==> config.mk <==
export PLATFORM = sky130hd
export DESIGN_NAME = core_hotplug_governor_unit_flat
export DESIGN_NICKNAME = d
export VERILOG_FILES = /design/src/rtl/hpg_pkg.sv /design/src/rtl/hpg_req_if.sv /design/src/rtl/hpg_rsp_if.sv /design/src/rtl/hpg_cfg_if.sv /design/src/rtl/core_hotplug_governor_unit.sv /design/src/rtl/hpg_cfg_regs.sv /design/src/rtl/hpg_select.sv /design/src/flat_wrapper.sv
export SDC_FILE = /design/constraint.sdc
export NUM_CORES = 1
export LEC_CHECK = 0
export ABC_CLOCK_PERIOD_IN_PS = 8750
export BUFFER_PORTS_ARGS = -buffer_cell sky130_fd_sc_hd__buf_2
export CAP_MARGIN = 0
export CORE_UTILIZATION = 51
export CTS_CLUSTER_SIZE = 16
export DETAILED_ROUTE_END_ITERATION = 16
export PLACE_DENSITY = 0.75
export SLEW_MARGIN = 40
export SYNTH_ARGS = -nofsm -noshare
export SYNTH_HDL_FRONTEND = slang
export SYNTH_SLANG_ARGS = --single-unit
export TNS_END_PERCENT = 100
==> constraint.sdc <==
create_clock -name clk -period 8.75 [get_ports clk]
set_input_delay 1.3125 -clock clk [delete_from_list [all_inputs] [get_ports clk]]
set_output_delay 1.3125 -clock clk [all_outputs]
set_load 0.02 [all_outputs]
==> src/rtl/hpg_pkg.sv <==
// Shared types and constants of the core hotplug governor.
package hpg_pkg;

  localparam int MODE_W = 2;
  localparam int MASK_W = 4;
  localparam int CORE_W = 2;
  localparam int IVL_W  = 10;
  localparam int CNT_W  = 10;
  localparam int THR_W  = 8;
  localparam int CFG_IDX_W = 3;
  localparam int CFG_DATA_W = 8;
  localparam int CNT_SLOTS = 4;
  localparam int THR_SLOTS = 3;

  localparam logic [MODE_W-1:0] MODE_TICK     = 2'd0;
  localparam logic [MODE_W-1:0] MODE_DISP_OFF = 2'd1;
  localparam logic [MODE_W-1:0] MODE_DISP_ON  = 2'd2;

  localparam logic [1:0] ACT_NONE = 2'd0;
  localparam logic [1:0] ACT_UP   = 2'd1;
  localparam logic [1:0] ACT_DOWN = 2'd2;

  localparam logic [CFG_IDX_W-1:0] CFG_ENABLE = 3'd0;
  localparam logic [CFG_IDX_W-1:0] CFG_UP1    = 3'd1;
  localparam logic [CFG_IDX_W-1:0] CFG_UP2    = 3'd2;
  localparam logic [CFG_IDX_W-1:0] CFG_UP3    = 3'd3;
  localparam logic [CFG_IDX_W-1:0] CFG_DOWN1  = 3'd4;
  localparam logic [CFG_IDX_W-1:0] CFG_DOWN2  = 3'd5;
  localparam logic [CFG_IDX_W-1:0] CFG_DOWN3  = 3'd6;

  localparam logic signed [CNT_W-1:0] PLUG_VALUE = -10'sd60;
  localparam logic signed [CNT_W-1:0] CNT_MIN    = -10'sd512;
  localparam logic signed [CNT_W-1:0] CNT_MAX    = 10'sd511;

  localparam logic [THR_SLOTS-1:0][THR_W-1:0] UP_RESET   = {8'hD8, 8'hEF, 8'hFF};
  localparam logic [THR_SLOTS-1:0][THR_W-1:0] DOWN_RESET = {8'd40, 8'd100, 8'd170};

  typedef struct packed {
    logic                             enable;
    logic [THR_SLOTS-1:0][THR_W-1:0]  up_thr;   // two's complement
    logic [THR_SLOTS-1:0][THR_W-1:0]  down_thr;
  } cfg_t;

  typedef struct packed {
    logic                     touch;
    logic [1:0]               action;
    logic [CORE_W-1:0]        core;
    logic signed [CNT_W-1:0]  count;
  } dec_t;

endpackage

==> src/rtl/hpg_req_if.sv <==
// Input item channel of the hotplug governor.
interface hpg_req_if;
  import hpg_pkg::*;
  logic              valid;
  logic              ready;
  logic [MODE_W-1:0] mode;
  logic [MASK_W-1:0] online_mask;
  logic [MASK_W-1:0] freq_known_mask;
  logic [MASK_W-1:0] at_max_mask;
  logic [MASK_W-1:0] at_min_mask;

  modport source (output valid, mode, online_mask, freq_known_mask, at_max_mask,
                  at_min_mask, input ready);
  modport sink (input valid, mode, online_mask, freq_known_mask, at_max_mask,
                at_min_mask, output ready);
endinterface

==> src/rtl/hpg_rsp_if.sv <==
// Result item channel of the hotplug governor.
interface hpg_rsp_if;
  import hpg_pkg::*;
  logic                    valid;
  logic                    ready;
  logic [1:0]              action;
  logic [CORE_W-1:0]       target_core;
  logic [IVL_W-1:0]        interval;
  logic signed [CNT_W-1:0] counter_value;

  modport source (output valid, action, target_core, interval, counter_value,
                  input ready);
  modport sink (input valid, action, target_core, interval, counter_value,
                output ready);
endinterface

==> src/rtl/hpg_cfg_if.sv <==
// Register write channel of the hotplug governor.
interface hpg_cfg_if;
  import hpg_pkg::*;
  logic                  valid;
  logic                  ready;
  logic [CFG_IDX_W-1:0]  idx;
  logic [CFG_DATA_W-1:0] data;

  modport source (output valid, idx, data, input ready);
  modport sink (input valid, idx, data, output ready);
endinterface

==> src/rtl/core_hotplug_governor_unit.sv <==
// Core hotplug governor: top level with input stage, governor state and result register.
//
// One item per cycle is accepted while the receiver keeps up, and one result item is
// produced for each: the item is captured in an input register at the accepting edge,
// and from there the masks, thresholds and hysteresis counters are evaluated in one
// pass of logic that loads the result register and the governor state together once
// the result register is free or being read, so the result is registered on its way out.
// The next item sees the updated counters and interval. When the receiver holds off,
// the input register and the result register hold two items before the input stalls.
// Display-off and display-on items act whether or not the governor is enabled. Only
// cores 0..min(CORES,4)-1 take part. Registers may be written only while no item is
// in flight.
module core_hotplug_governor_unit
  import hpg_pkg::*;
#(
  parameter int CORES            = 4,
  parameter int DEFAULT_INTERVAL = 10,
  parameter int MAX_INTERVAL     = 1000
) (
  input  logic      clk,
  input  logic      rst,
  hpg_req_if.sink   req,
  hpg_rsp_if.source rsp,
  hpg_cfg_if.sink   cfg
);

  localparam int LIVE = (CORES < 4) ? CORES : 4;
  localparam logic [IVL_W-1:0] IVL_DEF = IVL_W'(DEFAULT_INTERVAL);
  localparam logic [IVL_W-1:0] IVL_MAX = IVL_W'(MAX_INTERVAL);

  cfg_t regs;
  dec_t dec;

  // input stage
  logic              s1_valid;
  logic [MODE_W-1:0] s1_mode;
  logic [MASK_W-1:0] s1_online, s1_known, s1_atmax, s1_atmin;
  logic              s1_adv;

  // governor state
  logic [CNT_SLOTS-1:0][CNT_W-1:0] counters;
  logic                            display_on, display_on_next;
  logic [IVL_W-1:0]                sample_interval, sample_interval_next;
  logic                            tick;

  // result register
  logic                    o_valid;
  logic [1:0]              o_action;
  logic [CORE_W-1:0]       o_core;
  logic [IVL_W-1:0]        o_interval;
  logic signed [CNT_W-1:0] o_count;

  hpg_cfg_regs u_cfg (
    .clk  (clk),
    .rst  (rst),
    .cfg  (cfg),
    .regs (regs)
  );

  assign tick = (s1_mode == MODE_TICK) && regs.enable;

  hpg_select #(.LIVE(LIVE)) u_sel (
    .tick     (tick),
    .online   (s1_online),
    .known    (s1_known),
    .atmax    (s1_atmax),
    .atmin    (s1_atmin),
    .regs     (regs),
    .counters (counters),
    .dec      (dec)
  );

  assign s1_adv    = s1_valid && (!o_valid || rsp.ready);
  assign req.ready = !s1_valid || s1_adv;

  always_comb begin
    display_on_next      = display_on;
    sample_interval_next = sample_interval;
    case (s1_mode)
      MODE_DISP_OFF: display_on_next = 1'b0;
      MODE_DISP_ON: begin
        display_on_next      = 1'b1;
        sample_interval_next = IVL_DEF;
      end
      MODE_TICK: begin
        if (regs.enable && !display_on && sample_interval < IVL_MAX)
          sample_interval_next = sample_interval + 10'd1;
      end
      default: ;
    endcase
  end

  always_ff @(posedge clk) begin
    if (rst) begin
      s1_valid        <= 1'b0;
      o_valid         <= 1'b0;
      counters        <= '0;
      display_on      <= 1'b1;
      sample_interval <= IVL_DEF;
    end else begin
      if (req.valid && req.ready) s1_valid <= 1'b1;
      else if (s1_adv)            s1_valid <= 1'b0;

      if (s1_adv)         o_valid <= 1'b1;
      else if (rsp.ready) o_valid <= 1'b0;

      if (s1_adv) begin
        display_on      <= display_on_next;
        sample_interval <= sample_interval_next;
        if (dec.touch) counters[dec.core] <= dec.count;
      end
    end
  end

  always_ff @(posedge clk) begin
    if (req.valid && req.ready) begin
      s1_mode   <= req.mode;
      s1_online <= req.online_mask;
      s1_known  <= req.freq_known_mask;
      s1_atmax  <= req.at_max_mask;
      s1_atmin  <= req.at_min_mask;
    end
    if (s1_adv) begin
      o_action   <= dec.action;
      o_core     <= dec.core;
      o_interval <= sample_interval_next;
      o_count    <= dec.count;
    end
  end

  assign rsp.valid         = o_valid;
  assign rsp.action        = o_action;
  assign rsp.target_core   = o_core;
  assign rsp.interval      = o_interval;
  assign rsp.counter_value = o_count;

  a_plug_value : assert property (@(posedge clk) disable iff (rst)
    rsp.valid && rsp.action == ACT_UP |-> rsp.counter_value == PLUG_VALUE)
    else $error("plug result without plug counter value");

  a_action_core : assert property (@(posedge clk) disable iff (rst)
    rsp.valid && rsp.action != ACT_NONE |-> rsp.target_core != '0)
    else $error("action on core 0");

  a_interval_range : assert property (@(posedge clk) disable iff (rst)
    sample_interval <= IVL_MAX || sample_interval == IVL_DEF)
    else $error("sampling interval out of range");

  a_display_on : assert property (@(posedge clk) disable iff (rst)
    s1_adv && s1_mode == MODE_DISP_ON |=> display_on && sample_interval == IVL_DEF)
    else $error("display-on item did not restore interval");

endmodule

==> src/rtl/hpg_cfg_regs.sv <==
// Configuration register file: enable and plug/unplug thresholds.
module hpg_cfg_regs
  import hpg_pkg::*;
(
  input  logic   clk,
  input  logic   rst,
  hpg_cfg_if.sink cfg,
  output cfg_t   regs
);

  logic [1:0] slot;

  assign cfg.ready = 1'b1;

  always_comb begin
    slot = 2'd0;
    case (cfg.idx)
      CFG_UP2, CFG_DOWN2: slot = 2'd1;
      CFG_UP3, CFG_DOWN3: slot = 2'd2;
      default:            slot = 2'd0;
    endcase
  end

  always_ff @(posedge clk) begin
    if (rst) begin
      regs.enable   <= 1'b1;
      regs.up_thr   <= UP_RESET;
      regs.down_thr <= DOWN_RESET;
    end else if (cfg.valid) begin
      unique case (cfg.idx) inside
        CFG_ENABLE:                  regs.enable <= cfg.data[0];
        CFG_UP1, CFG_UP2, CFG_UP3:   regs.up_thr[slot] <= cfg.data;
        CFG_DOWN1, CFG_DOWN2, CFG_DOWN3: regs.down_thr[slot] <= cfg.data;
        default: ;
      endcase
    end
  end

endmodule

==> src/rtl/hpg_select.sv <==
// Tick evaluation: core counts, candidate core and hysteresis counter update.
module hpg_select
  import hpg_pkg::*;
#(
  parameter int LIVE = 4
) (
  input  logic                                tick,   // enabled sample tick
  input  logic [MASK_W-1:0]                   online,
  input  logic [MASK_W-1:0]                   known,
  input  logic [MASK_W-1:0]                   atmax,
  input  logic [MASK_W-1:0]                   atmin,
  input  cfg_t                                regs,
  input  logic [CNT_SLOTS-1:0][CNT_W-1:0]     counters,
  output dec_t                                dec
);

  logic [2:0]              n_on, n_max, n_min;
  logic                    plug_hit, unplug_hit;
  logic [CORE_W-1:0]       plug_core, unplug_core;
  logic                    go_plug, go_unplug;
  logic [CORE_W-1:0]       core;
  logic [1:0]              thr_sel;
  logic signed [CNT_W-1:0] cur, up_x, down_x;

  always_comb begin
    n_on  = '0;
    n_max = '0;
    n_min = '0;
    for (int i = 0; i < LIVE; i++) begin
      if (online[i]) n_on = n_on + 3'd1;
      // the top live core never counts toward max/min
      if (i < LIVE - 1 && known[i]) begin
        if (atmax[i]) n_max = n_max + 3'd1;
        else if (atmin[i]) n_min = n_min + 3'd1;
      end
    end
  end

  // lowest offline core above 0, highest online core above 0
  always_comb begin
    plug_hit    = 1'b0;
    plug_core   = '0;
    unplug_hit  = 1'b0;
    unplug_core = '0;
    for (int i = LIVE - 1; i > 0; i--) begin
      if (!online[i]) begin
        plug_hit  = 1'b1;
        plug_core = CORE_W'(i);
      end
    end
    for (int i = 1; i < LIVE; i++) begin
      if (online[i]) begin
        unplug_hit  = 1'b1;
        unplug_core = CORE_W'(i);
      end
    end
  end

  assign go_plug   = tick && (n_max == n_on) && plug_hit;
  assign go_unplug = tick && (n_max != n_on) && (n_min != 3'd0) && unplug_hit;
  assign core      = go_plug ? plug_core : unplug_core;
  assign thr_sel   = core - 2'd1;
  assign cur       = signed'(counters[core]);
  assign up_x      = CNT_W'(signed'(regs.up_thr[thr_sel]));
  assign down_x    = signed'({2'b00, regs.down_thr[thr_sel]});

  always_comb begin
    dec = '0;
    if (go_plug) begin
      dec.touch = 1'b1;
      dec.core  = core;
      if (cur < up_x) begin
        dec.count  = PLUG_VALUE;
        dec.action = ACT_UP;
      end else if (cur != CNT_MIN) begin
        dec.count = cur - 10'sd1;
      end else begin
        dec.count = cur;
      end
    end else if (go_unplug) begin
      dec.touch = 1'b1;
      dec.core  = core;
      if (cur > down_x) begin
        dec.count  = '0;
        dec.action = ACT_DOWN;
      end else if (cur != CNT_MAX) begin
        dec.count = cur + 10'sd1;
      end else begin
        dec.count = cur;
      end
    end
  end

endmodule
==> src/flat_wrapper.sv <==
// flat-port wrapper written by rule: the top's interface ports become plain ports
module core_hotplug_governor_unit_flat import hpg_pkg::*;
#(
  parameter int CORES            = 4,
  parameter int DEFAULT_INTERVAL = 10,
  parameter int MAX_INTERVAL     = 1000
)
  (clk, rst, req_valid, req_mode, req_online_mask, req_freq_known_mask, req_at_max_mask, req_at_min_mask, req_ready, rsp_valid, rsp_action, rsp_target_core, rsp_interval, rsp_counter_value, rsp_ready, cfg_valid, cfg_idx, cfg_data, cfg_ready);
  hpg_req_if req_i ();
  hpg_rsp_if rsp_i ();
  hpg_cfg_if cfg_i ();
  input  logic clk;
  input  logic rst;
  input wire logic [$bits(req_i.valid)-1:0] req_valid;
  input wire logic [$bits(req_i.mode)-1:0] req_mode;
  input wire logic [$bits(req_i.online_mask)-1:0] req_online_mask;
  input wire logic [$bits(req_i.freq_known_mask)-1:0] req_freq_known_mask;
  input wire logic [$bits(req_i.at_max_mask)-1:0] req_at_max_mask;
  input wire logic [$bits(req_i.at_min_mask)-1:0] req_at_min_mask;
  output wire logic [$bits(req_i.ready)-1:0] req_ready;
  output wire logic [$bits(rsp_i.valid)-1:0] rsp_valid;
  output wire logic [$bits(rsp_i.action)-1:0] rsp_action;
  output wire logic [$bits(rsp_i.target_core)-1:0] rsp_target_core;
  output wire logic [$bits(rsp_i.interval)-1:0] rsp_interval;
  output wire logic [$bits(rsp_i.counter_value)-1:0] rsp_counter_value;
  input wire logic [$bits(rsp_i.ready)-1:0] rsp_ready;
  input wire logic [$bits(cfg_i.valid)-1:0] cfg_valid;
  input wire logic [$bits(cfg_i.idx)-1:0] cfg_idx;
  input wire logic [$bits(cfg_i.data)-1:0] cfg_data;
  output wire logic [$bits(cfg_i.ready)-1:0] cfg_ready;
  assign req_i.valid = req_valid;
  assign req_i.mode = req_mode;
  assign req_i.online_mask = req_online_mask;
  assign req_i.freq_known_mask = req_freq_known_mask;
  assign req_i.at_max_mask = req_at_max_mask;
  assign req_i.at_min_mask = req_at_min_mask;
  assign req_ready = req_i.ready;
  assign rsp_valid = rsp_i.valid;
  assign rsp_action = rsp_i.action;
  assign rsp_target_core = rsp_i.target_core;
  assign rsp_interval = rsp_i.interval;
  assign rsp_counter_value = rsp_i.counter_value;
  assign rsp_i.ready = rsp_ready;
  assign cfg_i.valid = cfg_valid;
  assign cfg_i.idx = cfg_idx;
  assign cfg_i.data = cfg_data;
  assign cfg_ready = cfg_i.ready;
  core_hotplug_governor_unit #(.CORES(CORES), .DEFAULT_INTERVAL(DEFAULT_INTERVAL), .MAX_INTERVAL(MAX_INTERVAL)) u_core (.clk(clk), .rst(rst), .req(req_i), .rsp(rsp_i), .cfg(cfg_i));
endmodule
==> results.sh, run 1 <==
export IMPL_placed_cells=1065
export IMPL_worst_pin_slew_ps=807
export IMPL_grt_antenna_before_repair=0
export IMPL_switchingPower_w=0.000485
export IMPL_track_usage_pct=26.4
export IMPL_p_comb_share_pct=16.3
export IMPL_postSynthAreaPerCell_um2=8.88
export IMPL_vias_per_cell=5.92
export IMPL_diodes=0
export IMPL_async_flop_share_pct=0
export IMPL_cts_max_level=4
export IMPL_synth_edf_count=39
export IMPL_min_path_type="register to register"
export IMPL_postSynthCellCount=853
export IMPL_seq_area_frac_synth_pct=42.4
export IMPL_period_needed_ps=6510
export IMPL_die_area_um2=15300
export IMPL_reg2reg_depth=23
export IMPL_routed_via_count=6495
export IMPL_finalCritPeriodShare_pct=74.4
export IMPL_finalNetCount=963
export IMPL_fmaxAchievable_ghz=0.154
export IMPL_yosysTopAreaCellShare_pct=26.9
export IMPL_globalplace_congestion=0.892
export IMPL_cts_buffers=17
export IMPL_power_w=0.00169
export IMPL_synth_area_um2=7580
export IMPL_tns_ps=0
export IMPL_cts_resized=0
export IMPL_ir_drop_mv=0.146
export IMPL_status="finished, final reports clean"
export IMPL_end_kind="register"
export IMPL_grt_max_degree=103
export IMPL_hold_depth=2
export IMPL_grt_pass1_vias=6065
export IMPL_cts_hold_buf=0
export IMPL_rsz0062_at_grt="no"
export IMPL_p_leak_nw=3.43
export IMPL_p_int_w=0.00121
export IMPL_clk_path_buf_depth=2
export IMPL_critPathRequiredTime_ps=8920
export IMPL_drc=0
export IMPL_clk_pin_slew_worst_paths_ps=60
export IMPL_avgRoutedWirePerCell_um=17.3
export IMPL_drv_cap=0
export IMPL_drive_gt1_share_pct=14.6
export IMPL_critPathMaxFanout=10
export IMPL_area_delta_synth_final_pct=13.6
export IMPL_p_clk_share_pct=41.7
export IMPL_initial_core_util_pct=52.1
export IMPL_die_h_um=124
export IMPL_portBuffers=56
export IMPL_power_density_nw_per_um2=197
export IMPL_path_class="register to register"
export IMPL_drt_initial_drc_count=481
export IMPL_synth_seq_cells=141
export IMPL_dpl_hpwl_mm=13.0
export IMPL_start_kind="register"
export IMPL_synth_common_cells="145 x nand2_1, 102 x dfxtp_1, 77 x nor2_1"
export IMPL_setup_viol=0
export IMPL_rows=44
export IMPL_dr_pass1_iters=5
export IMPL_cts_sinks=141
export IMPL_num_fill_cells=1363
export IMPL_yosysTopAreaCell="dfxtp_1"
export IMPL_synth_warnings=0
export IMPL_yosysMostFrequentCell="nand2_1"
export IMPL_overflow=0
export IMPL_clk_insertion_delay_late_ps=430
export IMPL_p_seq_share_pct=42.0
export IMPL_ioPinCount=61
export IMPL_synth_distinct_cells=81
export IMPL_synth_fp_nets=916
export IMPL_synthTopCellsByArea="dfxtp_1 27%, edfxtp_1 15%, nand2_1 7.2%"
export IMPL_ys_flop_type="dfxtp_1"
export IMPL_final_cells=1097
export IMPL_routed_wl_mm=19.0
export IMPL_switching_share_pct=28.7
export IMPL_final_setup_skew_ps=6.63
export IMPL_slew_limit_headroom_pct=46.2
export IMPL_die_w_um=124
export IMPL_hold_viol_final=0
export IMPL_slew_violations=0
export IMPL_arrival_ps=6680
export IMPL_grt_pass1_wl_mm=30.6
export IMPL_clockRootBuffer="clkbuf_16"
export IMPL_ant_nets=0
export IMPL_fp_coreArea_um2=14500
export IMPL_cts_tree="done"
export IMPL_postCtsSetupBuffers=0
## final timing paths
path	slack [ps]	to	start
hold / removal	450	u_core.u_cfg.regs[12]$_SDFFE_PP0P_	u_core.u_cfg.regs[12]$_SDFFE_PP0P_
setup reg to reg	2240	u_core.rsp.counter_value[9]$_DFFE_PP_	u_core.s1_online[1]$_DFFE_PP_
hold reg to reg	450	u_core.u_cfg.regs[12]$_SDFFE_PP0P_	u_core.u_cfg.regs[12]$_SDFFE_PP0P_
setup / recovery	2240	u_core.rsp.counter_value[9]$_DFFE_PP_	u_core.s1_online[1]$_DFFE_PP_
## final cells by class
class / instances / area, um2 / share of cell area [%]
timing repair buffer: 67 / 367 / 4.26
sequential: 141 / 3210 / 37.3
clock inverter: 11 / 76.3 / 0.887
inverter: 33 / 126 / 1.47
multi-input combinational: 640 / 4090 / 47.5
tap: 184 / 230 / 2.68
clock buffer: 21 / 503 / 5.85
## power groups by stage
stage / Combinational, W / Sequential [W] / Clock (W)
4_1_cts: 0.000273 / 0.000710 / 0.000710
2_1_floorplan: 0.000193 / 0.000727 / 0
5_1_grt: 0.000304 / 0.000713 / 0.000739
3_3_place_gp: 0.000265 / 0.000723 / 0
6_report: 0.000276 / 0.000710 / 0.000705
3_5_place_dp: 0.000271 / 0.000724 / 0
## flip-flops by register name, summed over array words and instances (netlist names)
name                      cells
u_core.u_cfg.regs            49
u_core.s1_known               3
u_core.rsp.target_core        2
u_core.s1_atmin               3
u_core.display_on             1
u_core.counters              40
u_core.rsp.action             2
u_core.rsp.counter_value     10
u_core.rsp.valid              1
u_core.s1_mode                2
u_core.rsp.interval          10
u_core.s1_valid               1
u_core.sample_interval       10
u_core.s1_atmax               3
u_core.s1_online              4
## layout by cell type, fill, tap and decap left out, types with 5 or more instances in the layout
| master | instances |
|---|---|
| nand4_1 | 13 |
| o21ai_1 | 5 |
| xor2_1 | 5 |
| clkbuf_16 | 19 |
| a211oi_2 | 7 |
| and2_1 | 12 |
| ha_1 | 29 |
| nand2b_1 | 12 |
| nand3b_1 | 21 |
| a211o_1 | 16 |
| a22oi_1 | 10 |
| a21o_1 | 15 |
| buf_4 | 10 |
| edfxtp_1 | 39 |
| nor2b_1 | 28 |
| nand3_1 | 24 |
| a21oi_1 | 56 |
| nand2_1 | 145 |
| nor3_1 | 16 |
| mux2i_1 | 12 |
| a211oi_1 | 18 |
| nor2_1 | 77 |
| inv_1 | 30 |
| buf_2 | 56 |
| dfxtp_1 | 102 |
| o21ai_0 | 18 |
| a311oi_1 | 9 |
## kinds of logic after synthesis
family / count (synthesis) / share of synthesized area [%]
xor gates and xnor gates: 10 / 1.72
muxes: 13 / 1.73
and+or+nand+nor: 373 / 24.1
AOI/OAI and AO/OA: 214 / 21.4
adders and majority gates: 29 / 4.79
DFF: 141 / 42.4
buffers and inverters: 72 / 3.86
other: 1 / 0.0495
## metal layers
layer  part of all wire (%)  GRT usage (%)
met2                     47           42.9
met5                      0              0
met1                     44           33.2
met3                    6.0           6.82
met4                    2.6           11.2
## critical path, stage by stage, from the launching register on
cell and delay (ps):
edfxtp_1 590, inv_1 240, ha_1 380, xnor2_2 210, inv_1 70, ha_1 190, nand2_1 80, xor2_1 260
xnor2_1 270, o41ai_4 560, o21ai_2 260, a22o_1 340, nor2_1 620, inv_1 120, ha_1 350, nand4_1 80
nor2_1 150, nand2_1 100, a21oi_1 150, o21ai_1 150, nand3_1 340, o311ai_1 170, a31oi_1 500, inv_1 80
## per-stage QoR
stage | cell area (um2) | worst slack [ps] | hold WS, ps | util, %
global route | 8600 | 1750 | 468 | 59.2
floorplan | 7580 | 3030 | 436 | -
global placement | 8010 | 2300 | 442 | 55.1
detailed placement | 8020 | 2210 | 447 | 55.2
finish | 8600 | 2240 | 454 | 59.2
CTS | 8600 | 2160 | 455 | 59.2
No activity file was read; power rests on OpenSTA's default activity.
==> run 2, diff against run 1 <==
--- a/config.mk
+++ b/config.mk
@@ -5,13 +5,14 @@
 export SDC_FILE = /design/constraint.sdc
 export NUM_CORES = 1
 export LEC_CHECK = 0
-export ABC_CLOCK_PERIOD_IN_PS = 8750
+export ABC_AREA = 1
+export ABC_CLOCK_PERIOD_IN_PS = 5500
 export BUFFER_PORTS_ARGS = -buffer_cell sky130_fd_sc_hd__buf_2
 export CAP_MARGIN = 0
 export CORE_UTILIZATION = 51
 export CTS_CLUSTER_SIZE = 16
 export DETAILED_ROUTE_END_ITERATION = 16
-export PLACE_DENSITY = 0.75
+export PLACE_DENSITY = 0.77
 export SLEW_MARGIN = 40
 export SYNTH_ARGS = -nofsm -noshare
 export SYNTH_HDL_FRONTEND = slang
==> constraint.sdc (replaced) <==
create_clock -name clk -period 5.5 [get_ports clk]
set_input_delay 0.825 -clock clk [delete_from_list [all_inputs] [get_ports clk]]
set_output_delay 0.825 -clock clk [all_outputs]
set_load 0.02 [all_outputs]
==> run 2 against run 1 <==
  * The flow now finishes with violations (DRC)
  * Area after synthesis rose by 2.3%
  * Critical endpoint is now u_core.rsp.counter_value[3]$_DFFE_PP_
  * Final cell count grew 20%
  * Total power is 66% higher
  * Fmax grew 32%
  * Die area up 2.2%
  * Clock skew down 2.1 ps
==> results.sh, run 2 <==
export IMPL_hold_start="u_core.counters[5]$_SDFFE_PP0P_"
export IMPL_ys_flop_type="dfxtp_1"
export IMPL_regArea_um2=3210
export IMPL_grt_pass1_wl_mm=30.4
export IMPL_timing_rr_end="u_core.rsp.counter_value[3]$_DFFE_PP_"
export IMPL_async_flop_share_pct=0
export IMPL_ir_drop_mv=0.346
export IMPL_multi_input_area_um2=3780
export IMPL_grt_antenna_before_repair=0
export IMPL_rows=44
export IMPL_min_path_type="register to register"
export IMPL_postCtsSetupBuffers=0
export IMPL_hold_depth=2
export IMPL_final_setup_skew_ps=4.52
export IMPL_p_leak_nw=4.30
export IMPL_finalCritPeriodShare_pct=89.7
export IMPL_diodes=0
export IMPL_reg2reg_depth=33
export IMPL_crit_slowest_cell="edfxtp_1"
export IMPL_synth_area_mux_share_pct=0.129
export IMPL_rsz0062_at_grt="no"
export IMPL_drc=2
export IMPL_num_fill_cells=1349
export IMPL_grt_max_degree=53
export IMPL_ant_nets=0
export IMPL_cts_hold_buf=0
export IMPL_hold_viol_final=0
export IMPL_clk_pin_slew_worst_paths_ps=60
export IMPL_critPathMaxFanout=14
export IMPL_setup_viol=0
export IMPL_slew_limit_headroom_pct=52.6
export IMPL_drive_gt1_share_pct=14.9
export IMPL_status="finished, violations left"
export IMPL_globalplace_congestion=0.936
export IMPL_fp_coreArea_um2=14700
export IMPL_clk_insertion_delay_late_ps=420
export IMPL_routed_wl_mm=18.2
export IMPL_crit_path_start="u_core.s1_online[1]$_DFFE_PP_"
export IMPL_synth_fp_nets=1123
export IMPL_crit_top_cell="nand2_1"
export IMPL_seq_area_frac_synth_pct=41.5
export IMPL_reg_top3="u_core.u_cfg.regs x49, u_core.counters x40"
export IMPL_path_class="register to register"
export IMPL_die_area_um2=15700
export IMPL_yosysTopAreaCell="dfxtp_1"
export IMPL_dr_pass1_iters=13
export IMPL_end_kind="register"
export IMPL_layout_commonest_cell="nand2_1"
export IMPL_cts_sinks=141
export IMPL_vias_per_cell=5.25
export IMPL_synth_seq_cells=141
export IMPL_postSynthCellCount=1060
export IMPL_synth_warnings=0
export IMPL_cts_tree="done"
export IMPL_yosysMostFrequentCell="nand2_1"
export IMPL_synth_common_cells="257 x nand2_1, 148 x inv_1, 122 x nand3_1"
export IMPL_cts_resized=0
export IMPL_clk_path_buf_depth=2
export IMPL_violations="DRC"
export IMPL_power_density_nw_per_um2=320
export IMPL_overflow=0
export IMPL_largest_reg_flops=49
export IMPL_period_needed_ps=4930
export IMPL_finalNetCount=1181
export IMPL_largest_register="u_core.u_cfg.regs"
export IMPL_yosysTopAreaCellShare_pct=26.4
export IMPL_track_usage_pct=24.3
export IMPL_worst_pin_slew_ps=709
export IMPL_postSynthAreaPerCell_um2=7.31
export IMPL_slew_violations=0
export IMPL_tns_ps=0
export IMPL_grt_pass1_vias=6327
export IMPL_synth_xor_area_share_pct=0.339
export IMPL_ioPinCount=61
export IMPL_die_w_um=125
export IMPL_avgRoutedWirePerCell_um=13.8
export IMPL_synth_distinct_cells=44
export IMPL_most_common_layout_cells="257 x nand2_1, 148 x inv_1, 122 x nand3_1"
export IMPL_synthTopCellsByArea="dfxtp_1 26%, edfxtp_1 15%, nand2_1 12%"
export IMPL_die_h_um=125
export IMPL_synth_compound_area_share_pct=9.32
export IMPL_cts_buffers=17
export IMPL_r2r_start="u_core.s1_online[1]$_DFFE_PP_"
export IMPL_synthAdderAreaFrac_pct=4.68
export IMPL_critPathRequiredTime_ps=5650
export IMPL_routed_via_count=6898
export IMPL_arrival_ps=5090
export IMPL_dpl_hpwl_mm=12.6
export IMPL_start_kind="register"
export IMPL_synth_top_family_by_area="simple AND/OR/NAND/NOR gates"
export IMPL_ff2ff_setup_slack_ps=570
export IMPL_area_delta_synth_final_pct=13.4
export IMPL_clockRootBuffer="clkbuf_16"
export IMPL_fmaxAchievable_ghz=0.203
export IMPL_drt_initial_drc_count=435
export IMPL_placed_cells=1283
export IMPL_cts_max_level=4
export IMPL_final_cells=1315
export IMPL_synth_edf_count=39
export IMPL_portBuffers=56
export IMPL_initial_core_util_pct=52.7
export IMPL_min_to="u_core.counters[5]$_SDFFE_PP0P_"
export IMPL_drv_cap=0
export IMPL_cpPeakStageDelay_ps=440
export IMPL_synth_area_um2=7750
export IMPL_synth_simple_area_share_pct=34.2
run 2: changes by cell type after synthesis, sizes merged, moves of 13 or more:
cell,before,now
nor2,77,119
nand3b,22,1
nand2,145,290
inv,33,154
clkbuf,30,17
nor2b,28,0
nand3,24,141
a21o,15,0
a211oi,25,2
a211o,16,0
o21ai,24,44
run 2: critical path, delay by kind of cell (launching register included):
| kind | cells | cell delay (ps) |
|---|---|---|
| AND/OR/NAND/NOR | 19 | 2090 |
| adder cells (fa/ha/maj) | 3 | 890 |
| buffers and inverters | 7 | 730 |
| AO/OA/AOI/OAI | 4 | 500 |
| flip-flops | 1 | 440 |
run 2: layout make-up:
cell class	count	share of cell area (%)
Clock buffer	23	5.81
Clock inverter	9	0.897
Inverter	159	6.79
Multi-Input combinational cell	730	43.0
Sequential cell	141	36.6
Tap cell	184	2.62
Timing Repair Buffer	69	4.33
run 2: worst max-delay path by stage:
| stage | end | slack (ps) | depth (start not counted) |
|---|---|---|---|
| 2_1_floorplan | u_core.rsp.counter_value[2]$_DFFE_PP_ | 1010 | 33 |
| 3_5_place_dp | u_core.rsp.counter_value[3]$_DFFE_PP_ | 580 | 33 |
| 3_3_place_gp | u_core.rsp.counter_value[2]$_DFFE_PP_ | 660 | 31 |
| 5_1_grt | u_core.counters[34]$_SDFFE_PP0P_ | 40 | 35 |
| 4_1_cts | u_core.rsp.counter_value[3]$_DFFE_PP_ | 560 | 33 |
| 6_report | u_core.rsp.counter_value[3]$_DFFE_PP_ | 570 | 33 |
run 2: cell families after synthesis:
| family | count (synthesis) |
|---|---|
| flip-flops | 141 |
| other | 1 |
| AND/OR/NAND/NOR | 573 |
| buffers and inverters | 189 |
| adder cells (fa/ha/maj) | 29 |
| multiplexers | 1 |
| XOR/XNOR | 3 |
| AO/OA/AOI/OAI | 123 |
run 2: where the power goes:
group / leakage [nW] / internal (W) / switching [W]
clock: 0.298 / 0.000699 / 0.000440
sequential: 1.21 / 0.00111 / 0.0000205
combinational: 2.80 / 0.000174 / 0.000371
run 2: through the flow:
step	power, W	area, um2	util (%)	setup WS [ps]	hold WS, ps
floorplan	0.00156	7750	-	1010	410
finish	0.00281	8790	59.8	567	430
global route	0.00295	8790	59.8	43.1	458
detailed placement	0.00169	8200	55.8	582	421
global placement	0.00168	8200	55.8	662	419
CTS	0.00283	8790	59.8	555	432
run 2: routing by layer:
metal | vias to the layer above | track usage, % | part of all wire (%)
met1 | 3139 | 31.2 | 45
li1 | 3544 | - | -
met4 | 0 | 8.54 | 1.6
met2 | 188 | 40.8 | 49
met5 | - | 0 | 0
met3 | 27 | 4.96 | 4.8
==> run 3, diff against run 2 <==
--- a/config.mk
+++ b/config.mk
@@ -16,5 +16,6 @@
 export SLEW_MARGIN = 40
 export SYNTH_ARGS = -nofsm -noshare
 export SYNTH_HDL_FRONTEND = slang
+export SYNTH_HIERARCHICAL = 1
 export SYNTH_SLANG_ARGS = --single-unit
 export TNS_END_PERCENT = 100
==> run 3 against run 2 <==
  * The run now ends clean
  * Total power shrank 4.4%
  * Worst hold slack gained 32 ps
  * Non-clock buffer count up 1
  * First-iteration DRC count up 30%
  * Utilization fell by 1.4 points
  * Final cell count rose by 13%
  * Highest routed layer unchanged
==> results.sh, run 3 <==
export IMPL_clk_insertion_delay_late_ps=420
export IMPL_clockRootBuffer="clkbuf_16"
export IMPL_drv_cap=0
export IMPL_layout_commonest_cell="nand2_1"
export IMPL_die_area_um2=16800
export IMPL_synth_warnings=6
export IMPL_cts_max_level=4
export IMPL_die_w_um=130
export IMPL_largest_reg_flops=49
export IMPL_portBuffers=56
export IMPL_grt_pass1_vias=6856
export IMPL_largest_register="u_core/u_cfg/regs"
export IMPL_die_h_um=130
export IMPL_path_class="register to register"
export IMPL_critPathMaxFanout=32
export IMPL_critPathRequiredTime_ps=5860
export IMPL_clk_pin_slew_worst_paths_ps=60
export IMPL_rsz0062_at_grt="no"
export IMPL_most_common_layout_cells="398 x nand2_1, 161 x nor2_1, 116 x nand3_1"
export IMPL_finalNetCount=1314
export IMPL_clk_path_buf_depth=2
export IMPL_post_place_ws_ps=494
export IMPL_routed_via_count=7802
export IMPL_fin_ws_ps=448
export IMPL_finalCritPeriodShare_pct=91.9
export IMPL_hold_viol_final=0
export IMPL_diodes=0
export IMPL_drc=0
export IMPL_cts_buffers=17
export IMPL_arrival_ps=5410
export IMPL_min_path_type="register to register"
export IMPL_overflow=0
export IMPL_power_density_nw_per_um2=290
export IMPL_track_usage_pct=25.0
export IMPL_ir_drop_mv=0.241
export IMPL_initial_core_util_pct=52.4
export IMPL_fp_coreArea_um2=15900
export IMPL_avgRoutedWirePerCell_um=13.6
export IMPL_cts_sinks=141
export IMPL_postSynthCellCount=1206
export IMPL_rows=46
export IMPL_drive_gt1_share_pct=13.6
export IMPL_cts_hold_buf=0
export IMPL_globalplace_congestion=0.948
export IMPL_crit_slowest_cell="edfxtp_1"
export IMPL_setup_viol=0
export IMPL_cpPeakStageDelay_ps=460
export IMPL_end_kind="register"
export IMPL_crit_top_cell="nand2_1"
export IMPL_fmaxAchievable_ghz=0.198
export IMPL_tns_ps=0
export IMPL_postSynthAreaPerCell_um2=6.90
export IMPL_start_kind="register"
export IMPL_period_needed_ps=5050
export IMPL_ant_nets=0
export IMPL_routed_wl_mm=20.2
export IMPL_slew_violations=0
export IMPL_grt_antenna_before_repair=0
export IMPL_grt_max_degree=50
export IMPL_p_leak_nw=4.47
export IMPL_final_setup_skew_ps=7.80
export IMPL_synth_fp_nets=1263
export IMPL_dr_pass1_iters=5
export IMPL_reg_top3="u_core/u_cfg/regs x49, u_core/counters x40"
export IMPL_fin_util_pct=58.3
export IMPL_area_delta_synth_final_pct=11.3
export IMPL_slew_limit_headroom_pct=60.2
export IMPL_grt_pass1_wl_mm=33.1
export IMPL_status="finished, final reports clean"
export IMPL_dpl_hpwl_mm=14.0
export IMPL_cts_tree="done"
export IMPL_vias_per_cell=5.25
export IMPL_cts_resized=0
export IMPL_ioPinCount=61
export IMPL_worst_hold_slack_ps=462
export IMPL_postCtsSetupBuffers=0
export IMPL_drt_initial_drc_count=565
export IMPL_worst_pin_slew_ps=596
export IMPL_synth_area_um2=8330
[run 3: power by group]
| group | total (W) | switching (W) | internal, W |
|---|---|---|---|
| sequential | 0.00113 | 0.0000233 | 0.00111 |
| combinational | 0.000465 | 0.000319 | 0.000146 |
| clock | 0.00109 | 0.000431 | 0.000661 |
[run 3: metrics by stage]
| step | instance area, um2 | cells | total power [W] |
|---|---|---|---|
| 2_1_floorplan | 8330 | 1206 | 0.00151 |
| 3_3_place_gp | 8710 | 1454 | 0.00160 |
| 3_5_place_dp | 8710 | 1454 | 0.00161 |
| 4_1_cts | 9270 | 1486 | 0.00270 |
| 5_1_grt | 9270 | 1486 | 0.00280 |
| 6_report | 9270 | 1486 | 0.00269 |
[run 3: worst max-delay path, delay by kind of cell, from the launching register on]
family | cells | cell delay, ps
DFF | 1 | 460
buffers and inverters | 5 | 390
and+or+nand+nor | 18 | 2250
AOI/OAI and AO/OA | 4 | 960
adders and majority gates | 3 | 900
[run 3: final timing paths]
check | from | endpoint | slack (ps) | depth (start not counted)
worst min register to register | u_core/u_cfg/regs[19]$_SDFFE_PP1P_ | u_core/u_cfg/regs[19]$_SDFFE_PP1P_ | 460 | 2
worst max-delay path | u_core/s1_online[1]$_DFFE_PP_ | u_core/counters[38]$_SDFFE_PP0P_ | 450 | 30
worst max register to register | u_core/s1_online[1]$_DFFE_PP_ | u_core/counters[38]$_SDFFE_PP0P_ | 450 | 30
worst min-delay path | u_core/u_cfg/regs[19]$_SDFFE_PP1P_ | u_core/u_cfg/regs[19]$_SDFFE_PP1P_ | 460 | 2
[run 3: routing by layer]
layer,vias to the layer above,wire length [um],GRT usage [%]
met5,-,0,0
met4,0,346,7.87
met3,32,1320,5.33
met2,254,9440,41.9
met1,3542,9070,32.2
li1,3974,-,-
[run 3: cell type report]
cell class                 count  area [um2]
clock inverter                12         123
clock buffer                  20         437
fill                        1516        6620
multi-input combinational    911        4390
timing repair buffer          70         398
inverter                     116         435
tap                          216         270
sequential                   141        3210
